==> config.mk <==
export PLATFORM = sky130hd
export DESIGN_NAME = radix_digit_converter_core
export DESIGN_NICKNAME = d
export VERILOG_FILES = /design/src/rtl/rdc_pkg.sv /design/src/rtl/radix_digit_converter_core.sv
export VERILOG_INCLUDE_DIRS = /design/src /design/src/rtl
export SDC_FILE = /design/constraint.sdc
export NUM_CORES = 1
export LEC_CHECK = 0
export ABC_CLOCK_PERIOD_IN_PS = 8200
export BUFFER_PORTS_ARGS = -buffer_cell sky130_fd_sc_hd__buf_2
export CORE_AREA = 5 5 123 125
export CTS_CLUSTER_DIAMETER = 50
export CTS_CLUSTER_SIZE = 24
export DETAILED_ROUTE_END_ITERATION = 7
export DIE_AREA = 0 0 128 130
export SETUP_SLACK_MARGIN = 0.1
export SYNTH_ARGS = -nofsm -noshare
export SYNTH_HDL_FRONTEND = slang
export SYNTH_SLANG_ARGS = --single-unit
==> constraint.sdc <==
create_clock -name i_clk -period 8.2 [get_ports i_clk]
set_clock_uncertainty 0.05 [all_clocks]
set_input_delay 1.23 -clock i_clk [delete_from_list [all_inputs] [get_ports i_clk]]
set_output_delay 1.23 -clock i_clk [all_outputs]
set_load 0.03 [all_outputs]
==> src/rtl/radix_digit_converter_core_macros.svh <==
// Assertion helpers for the converter RTL.
`ifndef RADIX_DIGIT_CONVERTER_CORE_MACROS_SVH
`define RADIX_DIGIT_CONVERTER_CORE_MACROS_SVH

// Same-cycle implication, held off during reset.
`define RDC_ASSERT_IMP(lbl, clk, rstn, ante, cons, msg) \
    lbl: assert property (@(posedge clk) disable iff (!rstn) (ante) |-> (cons)) \
        else $error(msg);

// Next-cycle implication, held off during reset.
`define RDC_ASSERT_NXT(lbl, clk, rstn, ante, cons, msg) \
    lbl: assert property (@(posedge clk) disable iff (!rstn) (ante) |=> (cons)) \
        else $error(msg);

`endif

==> src/rtl/rdc_pkg.sv <==
package rdc_pkg;

    localparam int VALUE_W = 16;
    localparam int RADIX_W = 5;
    localparam int DIGIT_W = 4;
    localparam int CHAR_W  = 7;
    localparam int S_TDATA_W = 24;   // value + radix, padded to bytes
    localparam int M_TDATA_W = 8;    // digit_char, padded to a byte

    typedef logic [VALUE_W-1:0] t_value;
    typedef logic [RADIX_W-1:0] t_radix;
    typedef logic [DIGIT_W-1:0] t_digit;
    typedef logic [CHAR_W-1:0]  t_char;

    localparam t_radix RADIX_MIN = 5'd2;
    localparam t_radix RADIX_MAX = 5'd16;
    localparam t_digit DEC_LIMIT = 4'd10;
    localparam t_char  ASCII_ZERO = 7'd48;      // '0'
    localparam t_char  ASCII_ALPHA_OFS = 7'd55; // 'A' - 10

    function automatic t_char digit_to_ascii(input t_digit d);
        t_char ofs;
        ofs = (d >= DEC_LIMIT) ? ASCII_ALPHA_OFS : ASCII_ZERO;
        return {3'b000, d} + ofs;
    endfunction

endpackage

==> src/rtl/radix_digit_converter_core.sv <==
// Unsigned 16-bit to base-N ASCII converter. One input word carries a value
// and a radix (clamped to 2..16); the block returns the value's digits most
// significant first, one output word per digit, '0'-'9' then 'A'-'F', with
// tlast on the least significant digit. A value of zero gives a single '0'.
// The digits come from one shared restoring divider that produces one
// quotient bit per cycle, with one full division per digit; they are kept
// in a small digit store and then read back in reverse, one word per cycle
// while the sink is ready. s_axis_tready is high only between items; the
// last digit waits in the output register, so the next item can be taken
// while it is pending.
`include "radix_digit_converter_core_macros.svh"

module radix_digit_converter_core #(
    parameter int DIGIT_SLOTS = 16   // digit store depth, 16..32
) (
    input  logic                           i_clk,
    input  logic                           i_rst_n,
    input  logic                           s_axis_tvalid,
    output logic                           s_axis_tready,
    // [15:0] value, [20:16] radix, [23:21] zero
    input  logic [rdc_pkg::S_TDATA_W-1:0]  s_axis_tdata,
    output logic                           m_axis_tvalid,
    input  logic                           m_axis_tready,
    // [6:0] digit_char, [7] zero
    output logic [rdc_pkg::M_TDATA_W-1:0]  m_axis_tdata,
    output logic                           m_axis_tlast
);

    localparam int IDX_W = $clog2(DIGIT_SLOTS);
    localparam int BIT_W = $clog2(rdc_pkg::VALUE_W);
    localparam logic [IDX_W-1:0] IDX_TOP = IDX_W'(DIGIT_SLOTS - 1);
    localparam logic [BIT_W-1:0] BIT_TOP = BIT_W'(rdc_pkg::VALUE_W - 1);

    // sequencer states
    localparam logic [1:0] ST_IDLE = 2'd0;
    localparam logic [1:0] ST_DIV  = 2'd1;
    localparam logic [1:0] ST_EMIT = 2'd2;

    logic [1:0]             r_state, n_state;
    rdc_pkg::t_value        r_quot;      // dividend, becomes quotient
    rdc_pkg::t_digit        r_rem;       // partial remainder, always < radix
    rdc_pkg::t_radix        r_radix;
    logic [BIT_W-1:0]       r_bit;
    logic [IDX_W-1:0]       r_wr;        // next digit slot to fill
    logic [IDX_W-1:0]       r_idx;       // next digit slot to emit
    logic                   r_out_valid;
    rdc_pkg::t_char         r_out_char;
    logic                   r_out_last;
    rdc_pkg::t_digit        r_mem [DIGIT_SLOTS];

    rdc_pkg::t_value        w_in_value;
    rdc_pkg::t_radix        w_in_radix;
    rdc_pkg::t_radix        w_radix_clamp;
    logic                   w_accept;
    logic [rdc_pkg::RADIX_W-1:0] w_trial;
    logic                   w_ge;
    rdc_pkg::t_digit        w_rem_nx;
    rdc_pkg::t_value        w_quot_nx;
    logic                   w_digit_done;
    logic                   w_conv_done;
    logic                   w_out_free;
    logic                   w_mem_we;
    logic [IDX_W-1:0]       w_mem_addr;
    rdc_pkg::t_digit        w_mem_wdata;

    assign w_in_value = s_axis_tdata[rdc_pkg::VALUE_W-1:0];
    assign w_in_radix = s_axis_tdata[rdc_pkg::VALUE_W +: rdc_pkg::RADIX_W];
    assign w_radix_clamp = (w_in_radix < rdc_pkg::RADIX_MIN) ? rdc_pkg::RADIX_MIN :
                           (w_in_radix > rdc_pkg::RADIX_MAX) ? rdc_pkg::RADIX_MAX :
                           w_in_radix;

    assign s_axis_tready = (r_state == ST_IDLE);
    assign w_accept      = s_axis_tvalid && s_axis_tready;

    // one restoring-division step: shift in the next dividend bit, subtract
    assign w_trial   = {r_rem, r_quot[rdc_pkg::VALUE_W-1]};
    assign w_ge      = (w_trial >= r_radix);
    assign w_rem_nx  = w_ge ? rdc_pkg::DIGIT_W'(w_trial - r_radix)
                            : rdc_pkg::DIGIT_W'(w_trial);
    assign w_quot_nx = {r_quot[rdc_pkg::VALUE_W-2:0], w_ge};

    assign w_digit_done = (r_state == ST_DIV) && (r_bit == BIT_TOP);
    assign w_conv_done  = w_digit_done && ((w_quot_nx == '0) || (r_wr == IDX_TOP));

    assign w_out_free = !r_out_valid || m_axis_tready;

    // digit store write: zero value on accept, else each finished remainder
    assign w_mem_we    = (w_accept && (w_in_value == '0)) || w_digit_done;
    assign w_mem_addr  = (r_state == ST_IDLE) ? '0 : r_wr;
    assign w_mem_wdata = (r_state == ST_IDLE) ? '0 : w_rem_nx;

    always_comb begin
        n_state = r_state;
        case (r_state)
            ST_IDLE: begin
                if (w_accept) begin
                    n_state = (w_in_value == '0) ? ST_EMIT : ST_DIV;
                end
            end
            ST_DIV: begin
                if (w_conv_done) begin
                    n_state = ST_EMIT;
                end
            end
            ST_EMIT: begin
                if (w_out_free && (r_idx == '0)) begin
                    n_state = ST_IDLE;
                end
            end
            default: n_state = ST_IDLE;
        endcase
    end

    always_ff @(posedge i_clk) begin
        if (w_mem_we) begin
            r_mem[w_mem_addr] <= w_mem_wdata;
        end
        // registered read of the store straight into the output word
        if ((r_state == ST_EMIT) && w_out_free) begin
            r_out_char <= rdc_pkg::digit_to_ascii(r_mem[r_idx]);
            r_out_last <= (r_idx == '0);
        end
    end

    always_ff @(posedge i_clk) begin
        if (!i_rst_n) begin
            r_state     <= ST_IDLE;
            r_out_valid <= 1'b0;
            r_bit       <= '0;
            r_wr        <= '0;
            r_idx       <= '0;
        end else begin
            r_state <= n_state;
            case (r_state)
                ST_IDLE: begin
                    if (w_accept) begin
                        r_quot  <= w_in_value;
                        r_radix <= w_radix_clamp;
                        r_rem   <= '0;
                        r_bit   <= '0;
                        r_wr    <= '0;
                        r_idx   <= '0;
                    end
                end
                ST_DIV: begin
                    r_bit <= r_bit + 1'b1;
                    if (w_digit_done) begin
                        // quotient feeds the next digit, remainder restarts
                        r_quot <= w_quot_nx;
                        r_rem  <= '0;
                        if (w_conv_done) begin
                            r_idx <= r_wr;
                        end else begin
                            r_wr <= r_wr + 1'b1;
                        end
                    end else begin
                        r_quot <= w_quot_nx;
                        r_rem  <= w_rem_nx;
                    end
                end
                ST_EMIT: begin
                    if (w_out_free && (r_idx != '0)) begin
                        r_idx <= r_idx - 1'b1;
                    end
                end
                default: ;
            endcase
            if ((r_state == ST_EMIT) && w_out_free) begin
                r_out_valid <= 1'b1;
            end else if (m_axis_tready) begin
                r_out_valid <= 1'b0;
            end
        end
    end

    assign m_axis_tvalid = r_out_valid;
    assign m_axis_tdata  = {1'b0, r_out_char};
    assign m_axis_tlast  = r_out_last;

    `RDC_ASSERT_IMP(a_rem_below_radix, i_clk, i_rst_n, (r_state == ST_DIV), (r_rem < r_radix), "remainder reached radix")
    `RDC_ASSERT_IMP(a_radix_range, i_clk, i_rst_n, (r_state == ST_DIV), ((r_radix >= rdc_pkg::RADIX_MIN) && (r_radix <= rdc_pkg::RADIX_MAX)), "radix out of range")
    `RDC_ASSERT_NXT(a_busy_after_accept, i_clk, i_rst_n, w_accept, (!s_axis_tready), "ready high after accept")
    `RDC_ASSERT_NXT(a_idle_after_last, i_clk, i_rst_n, ((r_state == ST_EMIT) && w_out_free && (r_idx == '0)), (s_axis_tready && m_axis_tvalid && m_axis_tlast), "last digit not followed by idle")

endmodule

## Word level (Yosys, flattened, before mapping)

Memories as Yosys holds them, arrays and structs flattened. A register that Yosys moved wholly into a read port is not among the register bits.
Index checks and enable logic that the tools add are counted.
W data, S select, Z words.

- Bits in registers: 48
- Memory bits (writable): 64
- Bits of input ports: 28
- Output and inout port bits: 11
- Word-level logic and storage cells: 86
- Memories: 1

- Add/sub/neg operators: 5
- $lt $le $gt $ge: 4
- Equality and inequality tests: 10
- Mux-type cells: 29
- Reductions and logical operators: 26

Memory list:

| memory | depth | width | rd ports | clocked after memory_dff | wr ports | line | source |
|---|---|---|---|---|---|---|---|
| r_mem | 16 | 4 | 1 | 1 | 1 | radix_digit_converter_core.sv:49 | `rdc_pkg::t_digit r_mem [DIGIT_SLOTS];` |

Operators by type and width:

| kind | count |
|---|---|
| $mux W4 | 12 |
| $logic_not A16 Y1 | 2 |
| $pmux W16 S2 | 1 |
| $pmux W4 S2 | 3 |
| $mux W16 | 1 |
| $pmux W4 S3 | 1 |
| $reduce_and A3 Y1 | 3 |
| $add A4 B1 Y4 const B | 2 |
| $eq A4 B4 Y1 const B | 2 |
| $mux W2 | 4 |
| $ne A2 B2 Y1 const B | 4 |
| $add A4 B6 Y7 | 1 |
| $logic_and A1 B1 Y1 | 7 |
| $pmux W2 S3 | 1 |
| $ge A5 B5 Y1 | 1 |
| $gt A5 B5 Y1 const B | 1 |
| $lt A5 B2 Y1 const B | 1 |
| $mux W5 | 1 |
| $reduce_and A5 Y1 | 1 |
| $ge A4 B4 Y1 const B | 1 |
| $logic_not A4 Y1 | 1 |
| $mux W1 | 4 |
| $ne A2 B1 Y1 const B | 2 |
| $reduce_and A4 Y1 | 1 |
| 13 further kinds | 16 |

## Logic depth before layout (Yosys ltp)

Gate-level depths: netlist (run 1).

- Depth after elaboration: 9
- Gate-level depth with buffers: 13

## Least setup slack after synthesis (run 1)

OpenSTA, ideal clock, no wires.

- Kind: flip-flop to flip-flop
- From: register (tool-made name)
- To: register r_out_char[2], data pin
- Setup time: 267 ps
- Arrival time: 2,645 ps
- Required time: 7,883 ps
- Path slack: 5,238 ps
- Cell stages (with the launch flop): 12
- Path buffers: 2
- Clock period less this slack: 2,962 ps
- Cells stage by stage: dfxtp_1 > buf_6 > buf_2 > nor2b_1 > a221o_1 > o22a_1 > a21oi_1 > ha_1 > inv_1 > fa_1 > nor4_1 > nor4_2

RTL lines:

| element | line | source |
|---|---|---|
| to (signal assigned) | radix_digit_converter_core.sv:120 | `r_out_char <= rdc_pkg::digit_to_ascii(r_mem[r_idx]);` |
| to (decl) | radix_digit_converter_core.sv:47 | `rdc_pkg::t_char r_out_char;` |

==> results of run 1 <==
## layout make-up
type	count	area share [%]
Timing Repair Buffer	35	2.81
Sequential cell	116	52.1
Clock buffer	20	6.91
Clock inverter	12	2.55
Inverter	24	1.44
Tap cell	180	3.56
Multi-Input combinational cell	244	30.6
## critical path, cell delays in order, from the launching register on
cell     delay, ns
dfxtp_1       1.02
mux2i_1       0.18
a221o_1       0.41
o22a_1        0.28
a21oi_1       0.29
ha_1          0.22
inv_1         0.06
fa_1          0.40
nor4_1        0.35
nor4_2        0.09
## layout by cell type (no fill, tap or decap), drive strengths merged, types with 3 or more instances in the layout
| master | n |
|---|---|
| ha | 14 |
| nor2b | 8 |
| mux4 | 14 |
| nand3b | 4 |
| dfxtp | 19 |
| nand2 | 19 |
| nor3 | 6 |
| edfxtp | 97 |
| mux2 | 17 |
| bufinv | 4 |
| a221oi | 3 |
| xnor2 | 4 |
| inv | 23 |
| clkbuf | 20 |
| o21ai | 10 |
| a21oi | 10 |
| clkinv | 7 |
| buf | 35 |
| o22a | 3 |
| nand2b | 4 |
| mux2i | 19 |
| nand3 | 12 |
| nor2 | 44 |
| nor4 | 9 |
| nand4 | 4 |
## through the flow
stage | hold slack [ns] | setup slack [ns] | cells | power (mW) | area (µm²)
2_1_floorplan | 0.401 | 5.24 | 401 | 1.08 | 5410
3_3_place_gp | 0.415 | 4.55 | 599 | 1.17 | 5720
3_5_place_dp | 0.434 | 4.50 | 599 | 1.18 | 5720
4_1_cts | 0.441 | 4.50 | 631 | 1.93 | 6320
5_1_grt | 0.468 | 4.30 | 631 | 2.00 | 6320
6_report | 0.433 | 4.59 | 631 | 1.91 | 6320
## synthesized netlist by cell type (all sizes together), types with 4 or more instances
master	count	area share (%)
nor2	44	3.1
dfxtp	19	7.0
mux2i	19	3.5
o21ai	10	0.93
nor3	6	0.56
mux4	14	5.8
clkbuf	7	0.49
inv	23	1.6
mux2	17	3.5
nand3b	4	0.56
nand2	19	1.3
a21oi	10	0.93
edfxtp	97	54
nand4	4	0.46
nand2b	4	0.46
nor2b	8	0.93
ha	14	3.2
xnor2	4	0.65
nand3	12	1.1
nor4	9	1.2
buf	10	1.1
## metal layers
layer  vias up  wire length [µm]
li1       1593                 -
met3        11               426
met1      1600              4350
met4         0               106
met5         -                 0
met2        65              5330
## cell families (layout without fill, tap and decap cells)
| group | count (synthesis) | in the layout | synth area share (%) |
|---|---|---|---|
| fa+ha+maj | 16 | 16 | 3.98 |
| simple gates | 124 | 124 | 11.5 |
| mux | 50 | 50 | 12.9 |
| xor+xnor | 6 | 6 | 0.972 |
| other cells | 1 | 1 | 0.0694 |
| flops | 116 | 116 | 60.9 |
| compound gates | 47 | 47 | 6.43 |
| buf+inv | 41 | 91 | 3.26 |
## where the power goes
group          switching (mW)  internal, mW
registers              0.0249         0.749
logic                   0.251         0.141
clock network           0.244         0.503
## sequential cells by signal, summed over array words and instances, names as in the netlist, named ones only
signal	cells
m_axis_tlast	1
m_axis_tvalid	1
r_bit	4
r_idx	4
r_mem	64
r_out_char	7
r_quot	16
r_radix	5
r_rem	4
r_state	2
r_wr	4
## worst max-delay path by stage
stage | startpoint | end | slack [ns] | cells after the start
floorplan | register | r_out_char[2] | 5.24 | 11
global placement | register | r_out_char[2] | 4.55 | 9
detailed placement | register | r_out_char[4] | 4.50 | 11
CTS | register | r_out_char[4] | 4.50 | 11
global route | register | r_out_char[2] | 4.30 | 9
finish | register | r_out_char[2] | 4.59 | 9
==> impl_metrics.tcl, run 1 <==
set metrics [dict create \
    status "finished, final reports clean" \
    multi_input_area_um2 1940 \
    grt_max_degree 36 \
    vias_per_cell 5.18 \
    diodes 0 \
    async_reset_ff_share_pct 0 \
    tritoncts "built" \
    hold_viol 0 \
    endpoint_kind "register" \
    root_buffer "clkbuf_16" \
    chipHeight_um 130 \
    worstMarginPinSlew_ns 1.07 \
    io_buffers 34 \
    layout.nets 482 \
    hold_path_class "reg -> reg" \
    busiest_layer "met2" \
    drt-pass1-iter-count 4 \
    clk_latency_ns 0.40 \
    start_kind "register" \
    synth_nets 445 \
    clk_pin_slew_ns 0.05 \
    grt-ovfl-total 0 \
    synth_flop_cell "edfxtp_1" \
    drc 0 \
    max_cap_viol_count 0 \
    period_needed_ns 3.61 \
    grt_pass1_wl_um 17000 \
    rrSetupSlack_ns 4.59 \
    r2r_end "r_out_char[2]" \
    holdPathEnd "r_state[0]" \
    numClockSinks 116 \
    worstPathMaxFanout 20 \
    synth-warning-count 0 \
    antenna_left 0 \
    met2_usage_pct 23.2 \
    wl_per_cell_um 16.2 \
    rows 43 \
    p_leak_nw 2.19 \
    power.density_nw_per_um2 303 \
    final_core_util_pct 45.9 \
    grt_pass1_vias 3452 \
    post_cts_resized 0 \
    worstHoldPathCells 2 \
    antenna_found_initial 0 \
    slew_violations 0 \
    synth_area_um2 5410 \
    ff_latch_area_um2 3290 \
    worstSetupPathType "reg -> reg" \
    fin_crit_sh_pct 44.0 \
    gr-usage-met3_pct 4.22 \
    arrival_ns 3.70 \
    core_area_um2 13800 \
    setup_violations 0 \
    rsz0062_at_grt "false" \
    pin_count 39 \
    area_growth_pct 16.9 \
    vias 3269 \
    start_util_pct 39.3 \
    yosysSeqAreaShare_pct 60.9 \
    die_area_um2 16600 \
    drtIter0Drc 204 \
    die_w_um 128 \
    ctsHoldBuffers 0 \
    slew-limit-headroom_pct 28.5 \
    peakVddDrop_uv 173 \
    nFillCells 1272 \
    routed_wl_um 10200 \
    reg2regPathDepth 9 \
    cts.path.max_buffers 2 \
    drive_above_1_share_pct 22.2 \
    synth_seq_cells 116 \
    syn_inst 401 \
    cts_made_buffers 17 \
    gp_congestion 0.803 \
    ys_types 60 \
    syn_avg_cell_area_um2 13.5 \
    grt_usage_pct 13.2 \
    required_ns 8.30 \
    use_met1_pct 15.5 \
    dp_hpwl_um 7370 \
    finalSetupTns_ns 0 \
    fmax_mhz 277 \
    h-tree-depth 4 \
    synth-edff-count 97 \
    post-cts-setup-buffer-count 0 \
    min_from "r_state[0]" \
]
Power figures use the tool's default switching activity.
==> inputs of run 2 (changes only) <==
--- a/config.mk
+++ b/config.mk
@@ -6,7 +6,7 @@
 export SDC_FILE = /design/constraint.sdc
 export NUM_CORES = 1
 export LEC_CHECK = 0
-export ABC_CLOCK_PERIOD_IN_PS = 8200
+export ABC_CLOCK_PERIOD_IN_PS = 3000
 export BUFFER_PORTS_ARGS = -buffer_cell sky130_fd_sc_hd__buf_2
 export CORE_AREA = 5 5 123 125
 export CTS_CLUSTER_DIAMETER = 50
==> constraint.sdc (replaced) <==
create_clock -name i_clk -period 3 [get_ports i_clk]
set_clock_uncertainty 0.05 [all_clocks]
set_input_delay 0.45 -clock i_clk [delete_from_list [all_inputs] [get_ports i_clk]]
set_output_delay 0.45 -clock i_clk [all_outputs]
set_load 0.03 [all_outputs]
==> run 2 against run 1 <==
Compared with the run above:
- first-iteration DRC count decreased by 24%
- via count rose by 4.2%
- wire length increased by 4.1%
- setup slack got worse by 4.5 ns
- worst hold slack worse by 0.21 ns
- cell count rose by 2.2%
- clock power grew to 2.6 times the previous value
- core utilization grew 1.1 points
- maximum frequency up 26%
- sequential power rose to 2.7 times the previous value
- clock-buffer cell count is 3 lower
- critical path type unchanged
- largest cell class unchanged
- largest power group unchanged
==> impl_metrics.tcl, run 2 (synthesis results as in run 1) <==
set metrics [dict create \
    final_common_cell "edfxtp_1" \
    fmax_mhz 348 \
    core_area_um2 13800 \
    hold_viol 0 \
    seqPwrFrac_pct 40.5 \
    die_w_um 128 \
    routed_wl_um 10600 \
    start_util_pct 39.3 \
    largestRegisters "r_mem: 64 flops, r_quot: 16 flops, r_out_char: 7 flops" \
    p_sw_mw 1.45 \
    endpoint_kind "register" \
    root_buffer "clkbuf_16" \
    numClockSinks 116 \
    regMostFlops "r_mem" \
    io_buffers 34 \
    vias 3406 \
    worstPathMaxFanout 7 \
    peakVddDrop_uv 426 \
    finalSetupTns_ns 0 \
    worstMarginPinSlew_ns 0.643 \
    chipHeight_um 130 \
    gp_congestion 0.809 \
    max_cap_viol_count 0 \
    swShare_pct 27.9 \
    rsz0062_at_grt "true" \
    h-tree-depth 4 \
    antenna_found_initial 0 \
    period_needed_ns 2.87 \
    dp_hpwl_um 7410 \
    grt_max_degree 24 \
    slew-limit-headroom_pct 57.1 \
    required_ns 3.11 \
    setup_slack_ns 0.128 \
    drt-pass1-iter-count 4 \
    grt-ovfl-total 0 \
    area_growth_pct 19.7 \
    grt_usage_pct 13.7 \
    vias_per_cell 5.28 \
    tritoncts "built" \
    cts_made_buffers 17 \
    pin_count 39 \
    worstSetupPathType "reg -> reg" \
    combPwrFrac_pct 21.9 \
    slew_violations 0 \
    nFillCells 1247 \
    clk_latency_ns 0.41 \
    clk_pin_slew_ns 0.05 \
    hold_path_class "in -> reg" \
    start_kind "register" \
    intPower_mw 3.75 \
    power.density_nw_per_um2 803 \
    drc 0 \
    wl_per_cell_um 16.5 \
    setup_violations 0 \
    final_cell_mix "97 x edfxtp_1, 42 x nor2_1, 34 x buf_2" \
    arrival_ns 2.98 \
    fin_crit_sh_pct 95.7 \
    pwr-share-clk_pct 37.6 \
    drtIter0Drc 156 \
    layout.nets 497 \
    rows 43 \
    drive_above_1_share_pct 26.5 \
    power.total_mw 5.20 \
    grt_pass1_wl_um 17500 \
    p_leak_nw 2.27 \
    holdWs_ns 0.227 \
    antenna_left 0 \
    largest_reg_flops 64 \
    die_area_um2 16600 \
    grt_pass1_vias 3611 \
    cts.path.max_buffers 2 \
    diodes 0 \
    status "finished, final reports clean" \
    dp_slack_ns 0.0138 \
]
run 2: worst paths after layout:
path                     from            end  slack (ns)  cells past startpoint
max reg2reg          register  r_out_char[2]        0.13                     11
max                  register  r_out_char[2]        0.13                     11
min reg2reg        r_state[0]     r_state[0]        0.43                      2
min          s_axis_tdata[20]     r_radix[4]        0.23                      1
run 2: metal layers:
layer  routed length (µm)  global-route usage (%)  up-vias
met5                    0                       0        -
met3                  451                    4.71       17
met2                 5460                    23.7       75
met1                 4530                    15.7     1693
met4                  178                    5.24        0
li1                     -                       -     1621
run 2: worst max-delay path, cell delays in order, from the launching register on:
cell and delay [ns]:
dfxtp_2 0.39, buf_12 0.14, mux4_2 0.50, mux4_2 0.54, inv_4 0.11, a21oi_2 0.07
ha_1 0.19, inv_1 0.07, fa_2 0.21, inv_1 0.09, a211oi_2 0.17, nor4_2 0.07
run 2: metrics by stage:
stage | instance area, µm² | util, % | std cells
after CTS | 6430 | 46.7 | 643
final | 6470 | 47.0 | 645
after floorplan | 5410 | - | 401
after detailed placement | 5820 | 42.3 | 608
after global placement | 5820 | 42.3 | 608
after global routing | 6470 | 47.0 | 645
run 2: area by class of cell:
cell class              instances  area, µm²  share of cell area, %
clock buffers                  17        425                   6.57
flip-flops and latches        116       3300                   50.9
multi-input cells             244       1960                   30.2
repair buffers                 50        333                   5.14
inverters                      24       92.6                   1.43
well taps                     180        225                   3.48
clock inverters                14        144                   2.22
run 2: power groups by stage:
stage,clock network (mW),logic [mW],registers (mW)
after CTS,1.99,1.15,2.11
after floorplan,0,0.801,2.15
after global routing,2.08,1.27,2.12
final,1.95,1.14,2.11
after global placement,0,1.11,2.13
after detailed placement,0,1.13,2.14
run 2: timing repair:
| action | 4_1_cts | 5_1_grt |
|---|---|---|
| pin swaps | 0 | 1 |
| resized for setup | 3 | 5 |
| hold buffers | 0 | 0 |
| setup buffers | 4 | 1 |
| cloned | 0 | 1 |
| endpoints found under the setup margin | 4 | 19 |
==> inputs of run 3 (changes only) <==
--- a/config.mk
+++ b/config.mk
@@ -8,11 +8,12 @@
 export LEC_CHECK = 0
 export ABC_CLOCK_PERIOD_IN_PS = 3000
 export BUFFER_PORTS_ARGS = -buffer_cell sky130_fd_sc_hd__buf_2
-export CORE_AREA = 5 5 123 125
+export CORE_AREA = 5 5 136 112
 export CTS_CLUSTER_DIAMETER = 50
 export CTS_CLUSTER_SIZE = 24
 export DETAILED_ROUTE_END_ITERATION = 7
-export DIE_AREA = 0 0 128 130
+export DIE_AREA = 0 0 141 117
+export GPL_TIMING_DRIVEN = 0
 export SETUP_SLACK_MARGIN = 0.1
 export SYNTH_ARGS = -nofsm -noshare
 export SYNTH_HDL_FRONTEND = slang
==> constraint.sdc (replaced) <==
create_clock -name i_clk -period 3 [get_ports i_clk]
set_clock_uncertainty 0.05 [all_clocks]
set_input_delay 0.45 -clock i_clk [delete_from_list [all_inputs] [get_ports i_clk]]
set_output_delay 0.45 -clock i_clk [all_outputs]
set_load 0.02 [all_outputs]
==> run 3 against run 2 <==
Compared with the run above:
- combinational power up 4%
- non-clock buffer count up 18
- total power down 4.4%
- largest cell class unchanged
- worst hold slack better by 0.081 ns
- critical endpoint is now r_out_char[3]
- highest routed layer unchanged
==> impl_metrics.tcl, run 3 (synthesis results as in run 1) <==
set metrics [dict create \
    antenna_left 0 \
    drive_above_1_share_pct 29.2 \
    critPathMostFrequentCell "mux4_2" \
    die_area_um2 16500 \
    hold_path_class "in -> reg" \
    met1_length_um 5510 \
    regMostFlops "r_mem" \
    fin_crit_sh_pct 95.7 \
    power.total_mw 4.97 \
    highest_layer "met4" \
    fmax_mhz 348 \
    worstHoldPathCells 2 \
    root_buffer "clkbuf_16" \
    setup_violations 0 \
    slew_violations 0 \
    period_needed_ns 2.87 \
    vias_per_cell 5.19 \
    rows 39 \
    multi_input_area_um2 2050 \
    grt_pass1_wl_um 18500 \
    tritoncts "built" \
    arrival_ns 2.96 \
    drt-pass1-iter-count 5 \
    route.met3.wl_um 783 \
    layout.nets 515 \
    required_ns 3.09 \
    worstPathMaxFanout 8 \
    die_w_um 141 \
    worstSetupPathType "reg -> reg" \
    largest_reg_flops 64 \
    final_cell_mix "97 x edfxtp_1, 40 x nor2_1, 36 x buf_2" \
    hold_viol 0 \
    endpoint_kind "register" \
    grt-ovfl-total 0 \
    dp_hpwl_um 7990 \
    dr_wl_met2_um 5100 \
    dp_slack_ns -0.288 \
    clk_pin_slew_ns 0.05 \
    core_area_um2 13900 \
    start_util_pct 39.0 \
    final_cells 667 \
    wl_per_cell_um 17.4 \
    clk_latency_ns 0.41 \
    largestRegisters "r_mem: 64 flops, r_quot: 16 flops, r_out_char: 7 flops" \
    final_core_util_pct 47.6 \
    worstMarginPinSlew_ns 0.944 \
    start_kind "register" \
    rsz0062_at_grt "true" \
    area_growth_pct 22.1 \
    routed_wl_um 11600 \
    reg2regPathDepth 10 \
    grt_usage_pct 14.9 \
    final_common_cell "edfxtp_1" \
    cts.path.max_buffers 2 \
    power.density_nw_per_um2 754 \
    peakVddDrop_uv 435 \
    grt_pass1_vias 3408 \
    h-tree-depth 4 \
    placed_cell_area_um2 5810 \
    cp_slowest_cell "mux4_2" \
    drc 0 \
    numClockSinks 116 \
    max_stage_delay_ns 0.54 \
    chipHeight_um 117 \
    grt_max_degree 21 \
    setup_slack_ns 0.130 \
    pin_count 39 \
    ff_latch_area_um2 3300 \
    slew-limit-headroom_pct 37.1 \
    p_leak_nw 2.30 \
    drtIter0Drc 168 \
    diodes 0 \
    ctsHoldBuffers 0 \
    max_cap_viol_count 0 \
    final_area_um2 6600 \
    dp_cells 619 \
    antenna_found_initial 0 \
    nFillCells 1238 \
    gp_congestion 0.867 \
    cts_made_buffers 17 \
    path_cells "buf_12 > mux4_2 > mux4_2 > inv_4 > a21oi_4 > buf_4 > ha_1 > a21oi_1 > o21ai_1 > o22ai_1" \
    vias 3463 \
    status "finished, final reports clean" \
    io_buffers 34 \
]
run 3: cell types whose count changed in the layout (fill, tap and decap cells not counted), sizes merged:
| cell | delta |
|---|---|
| clkbuf | +12 |
| clkinvlp | -2 |
| buf | +11 |
| bufinv | -3 |
run 3: timing repair:
action	4_1_cts	5_1_grt
gates cloned	0	1
buffers inserted	3	13
setup endpoints to repair	67	36
pin swaps	1	10
gates resized for setup	16	25
run 3: final cells by class:
type / count / area share [%]
buffer: 17 / 1.92
sequential: 116 / 49.9
clock buffer: 22 / 6.73
clock inverter: 9 / 0.607
multi-input combinational: 244 / 31.1
inverter: 24 / 1.44
tap: 184 / 3.49
timing repair buffer: 51 / 4.78
run 3: final timing paths:
path / start / end / slack, ns
setup / recovery: register / r_out_char[3] / 0.13
hold / removal: s_axis_tdata[20] / r_radix[4] / 0.31
hold reg to reg: r_state[1] / r_state[1] / 0.43
setup reg to reg: register / r_out_char[3] / 0.13
run 3: through the flow:
step,hold WS (ns),TNS (ns)
floorplan,0.401,0
global placement,0.413,-0.460
detailed placement,0.423,-4.62
CTS,0.300,0
global route,0.319,0
finish,0.308,0
run 3: where the power goes:
group          total, mW  switching (mW)  internal [mW]
Clock               1.68           0.654           1.03
Combinational       1.19           0.754          0.434
Sequential          2.10          0.0581           2.05
Total               4.97            1.47           3.51
run 3: critical path: cells and delay by family (launching register included):
kind / cells / cell delay [ns]
compound gates: 4 / 0.47
fa+ha+maj: 1 / 0.29
flops: 1 / 0.33
buf+inv: 3 / 0.40
mux: 2 / 1.07
run 3: per-layer routing:
layer	global-route usage, %	up-vias
met5	0	-
met4	5.49	0
met3	4.87	23
met2	22.0	96
met1	20.8	1685
li1	-	1659
